$ cat config.mk
export PLATFORM = sky130hd
export DESIGN_NAME = scl_front
export DESIGN_NICKNAME = d
export VERILOG_FILES = /design/src/hdl/survey_centerline_length_depth_macros.svh /design/src/hdl/scl_pkg.sv /design/src/hdl/scl_front.sv
export SDC_FILE = /design/constraint.sdc
export NUM_CORES = 1
export LEC_CHECK = 0
export ABC_AREA = 1
export BUFFER_PORTS_ARGS = -buffer_cell sky130_fd_sc_hd__buf_2
export CAP_MARGIN = 20
export CORE_MARGIN = 2
export CORE_UTILIZATION = 52
export CTS_BUF_LIST = sky130_fd_sc_hd__clkbuf_16
export CTS_CLUSTER_DIAMETER = 30
export DETAILED_ROUTE_END_ITERATION = 7
export PLACE_DENSITY = 0.8
export SLEW_MARGIN = 20
export SYNTH_ARGS = -nofsm -noshare
export SYNTH_HDL_FRONTEND = slang
export SYNTH_SLANG_ARGS = --single-unit
$ cat constraint.sdc
create_clock -name clk_i -period 9.6 [get_ports clk_i]
set_input_delay 0.96 -clock clk_i [delete_from_list [all_inputs] [get_ports clk_i]]
set_output_delay 0.96 -clock clk_i [all_outputs]
set_load 0.01 [all_outputs]
$ cat src/hdl/survey_centerline_length_depth_macros.svh
// Assertion helpers used by the survey statistics back end.
`ifndef SURVEY_CENTERLINE_LENGTH_DEPTH_MACROS_SVH
`define SURVEY_CENTERLINE_LENGTH_DEPTH_MACROS_SVH

// Checks that the consequent holds in the same cycle as the antecedent.
`define SCL_CHECK(lbl, ante, cons) \
  lbl: assert property (@(posedge clk_i) disable iff (!rst_ni) (ante) |-> (cons)) \
    else $error("check failed");

// Checks that the consequent holds in the cycle after the antecedent.
`define SCL_CHECK_NEXT(lbl, ante, cons) \
  lbl: assert property (@(posedge clk_i) disable iff (!rst_ni) (ante) |=> (cons)) \
    else $error("check failed");

`endif

$ cat src/hdl/scl_pkg.sv
package scl_pkg;

  localparam int SCL_MAX_STATIONS = 256;
  localparam int ID_W  = 32;
  localparam int POS_W = 31;
  localparam int LEN_W = 32;
  localparam int SUM_W = 48;
  localparam int SQ_W  = 2 * (POS_W - 0) ;
  localparam int ACC_W = 64;

  // Result status codes.
  typedef enum logic [2:0] {
    ST_STORED   = 3'd0,
    ST_REPLACED = 3'd1,
    ST_FULL     = 3'd2,
    ST_COUNTED  = 3'd3,
    ST_EXCLUDED = 3'd4,
    ST_MISSING  = 3'd5
  } status_e;

  // Work classes decided by the front end.
  typedef enum logic [1:0] {
    OP_STORE,
    OP_SHOT,
    OP_SKIP
  } op_e;

  // Back end sequencer states.
  typedef enum logic [3:0] {
    S_IDLE,
    S_SCAN,
    S_RDF,
    S_RDT,
    S_DIFF,
    S_SQ,
    S_ROOT,
    S_UPD,
    S_OUT
  } back_state_e;

  // One classified item as it waits in the queue.
  typedef struct packed {
    op_e                     op;
    logic [ID_W-1:0]         id_a;
    logic [ID_W-1:0]         id_b;
    logic signed [POS_W-1:0] x;
    logic signed [POS_W-1:0] y;
    logic signed [POS_W-1:0] z;
  } job_t;

  // Magnitude of the difference of two positions; it always fits in 31 bits.
  function automatic logic [POS_W-1:0] abs_diff(logic signed [POS_W-1:0] a,
                                                logic signed [POS_W-1:0] b);
    logic signed [POS_W:0] d;
    logic signed [POS_W:0] nd;
    d  = $signed({a[POS_W-1], a}) - $signed({b[POS_W-1], b});
    nd = -d;
    return d[POS_W] ? nd[POS_W-1:0] : d[POS_W-1:0];
  endfunction

endpackage

$ cat src/hdl/scl_front.sv
module scl_front (
  input  logic                            clk_i,
  input  logic                            rst_ni,
  input  logic                            in_valid_i,
  output logic                            in_stall_o,
  input  logic                            kind_i,
  input  logic [scl_pkg::ID_W-1:0]        station_id_i,
  input  logic signed [scl_pkg::POS_W-1:0] pos_x_i,
  input  logic signed [scl_pkg::POS_W-1:0] pos_y_i,
  input  logic signed [scl_pkg::POS_W-1:0] pos_z_i,
  input  logic [scl_pkg::ID_W-1:0]        from_station_i,
  input  logic [scl_pkg::ID_W-1:0]        to_station_i,
  input  logic                            is_surface_i,
  input  logic                            is_duplicate_i,
  input  logic                            is_splay_i,
  output logic                            job_valid_o,
  output scl_pkg::job_t                   job_o,
  input  logic                            job_pop_i
);
  import scl_pkg::*;

  job_t       q_q [2];
  job_t       job_in;
  logic       wr_ptr_q, rd_ptr_q;
  logic [1:0] count_q;
  logic       push, pop;

  // Classify the incoming item.
  always_comb begin
    job_in.op   = kind_i ? ((is_surface_i || is_duplicate_i || is_splay_i) ? OP_SKIP : OP_SHOT)
                         : OP_STORE;
    job_in.id_a = kind_i ? from_station_i : station_id_i;
    job_in.id_b = to_station_i;
    job_in.x    = pos_x_i;
    job_in.y    = pos_y_i;
    job_in.z    = pos_z_i;
  end

  assign in_stall_o  = (count_q == 2'd2);
  assign push        = in_valid_i && !in_stall_o;
  assign pop         = job_pop_i && (count_q != 2'd0);
  assign job_valid_o = (count_q != 2'd0);
  assign job_o       = q_q[rd_ptr_q];

  // Queue pointers and fill level.
  always_ff @(posedge clk_i or negedge rst_ni) begin
    if (!rst_ni) begin
      wr_ptr_q <= 1'b0;
      rd_ptr_q <= 1'b0;
      count_q  <= 2'd0;
    end else begin
      if (push) wr_ptr_q <= ~wr_ptr_q;
      if (pop)  rd_ptr_q <= ~rd_ptr_q;
      count_q <= count_q + {1'b0, push} - {1'b0, pop};
    end
  end

  // Queue entries.
  always_ff @(posedge clk_i) begin
    if (push) begin
      q_q[wr_ptr_q] <= job_in;
    end
  end

endmodule

==> run metrics <==
fill count 1624; vias in the first global route 8144; area delta synth->final 29.74%; pre-CTS setup slack 5.723 ns; Seq/Total Area, Yosys 78.85%; setup ws final 5.180 ns; busiest metal layer after global routing met2; sw frac 32.39%; Die Area 0.02478 mm²; dpl hpwl 17100 µm; Slew HR 27.72%; post-route setup TNS 0 ns; Final #Nets 1544; CTS Buffer Depth 3; Hold Crit Class in2async; GR Layer Usage met1 23.72%; Sw Pwr 1.679 mW; Initial DRC Count 555; Critical Path RT 8.64 ns; I/O pin cnt 358; Clk Latency, worst-skew pair 0.52 ns; share of cells above drive strength 1 32.20%; PwrDens 326.4 mW/mm²; vias per std cell 4.873; GR Layer Usage met2 37.35%; YS warnings 0; slowest CP cell dfrtp_4; Synth Area per Inst 12.59 µm²; IO buf count 357; Initial DRT Pass Iterations 5; first-pass GRT wire length 39970 µm; largest net degree at the start of global routing 96; final setup vio count 0; crit share post-route 46.04%; row count 56; routing usage on met3 5.369%; clock sink total 322; detailed-route via count 8314; Clock power frac 33.7%; fmax 226.3 MHz; CP delay by family, top buffers and inverters; Netlist cell types 14; CTS tree built; maxcap violations 0; Post-CTS Setup Inserts 0; fin. max-slew vios 0; Crit. End Element primary output; worst-path fanout max 95; grt ovf 0; commonest cells after routing, fill and taps aside nand2_1, buf_2, edfxtp_1; power share of the sequential group 39.7%; hold_buf cts 0; final hold violation count 0; critical path launch point type register; Final min period 4.420 ns; Overall Global Routing Usage 20.94%; non-filler cells, final 1706; Layout Skew 0.01495 ns; status finished, final reports clean; Post-Route WL 27050 µm; worst-margin pin slew 1.084 ns; DRC Markers 0; Logic pwr share 26.5%; CP max stage delay 0.81 ns; # resized after CTS 0; Leakage 7.119 nW; post-synthesis cell area 0.01224 mm²; Setup Crit Path Kind reg2out; Clk Tree Root Cell clkbuf_16; cell repeated most along the worst path nand2_1; Core Footprint 0.02326 mm²; peak supply drop 0.1886 mV; initial core utilization 52.61%; width of the die 157.4 µm; RSZ-0062 raised after global routing no; Crit path arrival time 3.46 ns; WP buf/inv 3; Inserted Clock Buffers 50; antenna violations before repair 4; Seq cells post-synth 322; leading cell type in the layout, fill and taps excluded nand2_1; Clk pin slew, worst setup/hold paths 0.05 ns; WL/cell 15.85 µm; Cells after Synth 972; Die Ht 157.4 µm; GP Congestion 0.7670; Placed Cells 1612; Antenna Nets Post-Route 0; Max H-tree Level 2; crit path cell chain inv_4, buf_4, nand2_1, nand2_1, buf_2; Int Pwr 3.504 mW; Post-Syn Nets 1171
==> per-layer routing <==
metal,wire length [µm],up-vias
met5,27,-
met4,916,4
met3,2259,75
met2,13980,379
met1,9864,3856
li1,-,4000
==> state kept, by name, summed over array words and instances, names as in the netlist <==
name / count
wr_ptr_q: 1
rd_ptr_q: 1
count_q: 2
q_q: 318
==> stage by stage <==
step	hold slack (ns)	power [mW]	area, µm²	util (%)
after detailed placement	0.4814	3.470	14200	61.06
final	0.2307	5.183	15880	68.26
after floorplan	0.4419	2.957	12240	-
after CTS	0.2072	5.235	15870	68.22
after global routing	0.2101	5.459	15880	68.24
after global placement	0.4545	3.431	14200	61.06
==> power by group through the flow <==
stage	Clock [mW]	Combinational (mW)	Sequential (mW)
2_1_floorplan	0	0.888	2.07
3_3_place_gp	0	1.36	2.07
3_5_place_dp	0	1.38	2.09
4_1_cts	1.78	1.40	2.06
5_1_grt	1.84	1.54	2.09
6_report	1.75	1.37	2.06
==> cells in the mapped netlist <==
cell,instances,share of area (%)
nand3_1,3,0.12
buf_4,2,0.12
buf_2,27,1.1
clkbuf_1,2,0.061
inv_4,1,0.051
inv_1,10,0.31
ha_1,2,0.20
buf_6,11,1.0
nor2_1,3,0.092
a21oi_1,1,0.041
inv_2,1,0.031
dfrtp_1,4,0.82
nand2_1,587,18
edfxtp_1,318,78
==> layout make-up <==
cell class / instances / area, µm² / area share (%)
sequential: 322 / 9653 / 60.80
multi-input combinational: 596 / 2267 / 14.28
timing repair buffer: 363 / 1836 / 11.56
clock buffer: 51 / 1276 / 8.038
tap: 319 / 399.1 / 2.514
clock inverter: 41 / 389.1 / 2.451
inverter: 12 / 52.55 / 0.3310
antenna: 2 / 5.005 / 0.03152
==> cells by family (layout without fill, tap and decap cells) <==
group	Yosys count	after routing	synth area share, %
AOI/OAI and AO/OA	1	1	0.04086
adders and majority gates	2	2	0.2044
buffers and inverters	54	467	2.689
DFF	322	322	78.85
other	0	2	0
and+or+nand+nor	593	593	18.22
==> path summary, 6_finish.rpt <==
kind / start / endpoint / slack, ns / depth (start not counted)
worst max-delay path: rd_ptr_q / job_o[39] / 5.18 / 5
worst min register to register: wr_ptr_q / wr_ptr_q / 0.51 / 2
max in group asynchronous: rst_ni / rd_ptr_q / 9.23 / 1
worst min-delay path: rst_ni / rd_ptr_q / 0.23 / 1
worst max register to register: count_q[0] / q_q[0][148] / 7.16 / 5
min in group clk_i: wr_ptr_q / wr_ptr_q / 0.51 / 2
No activity file was read; power rests on OpenSTA's default activity.
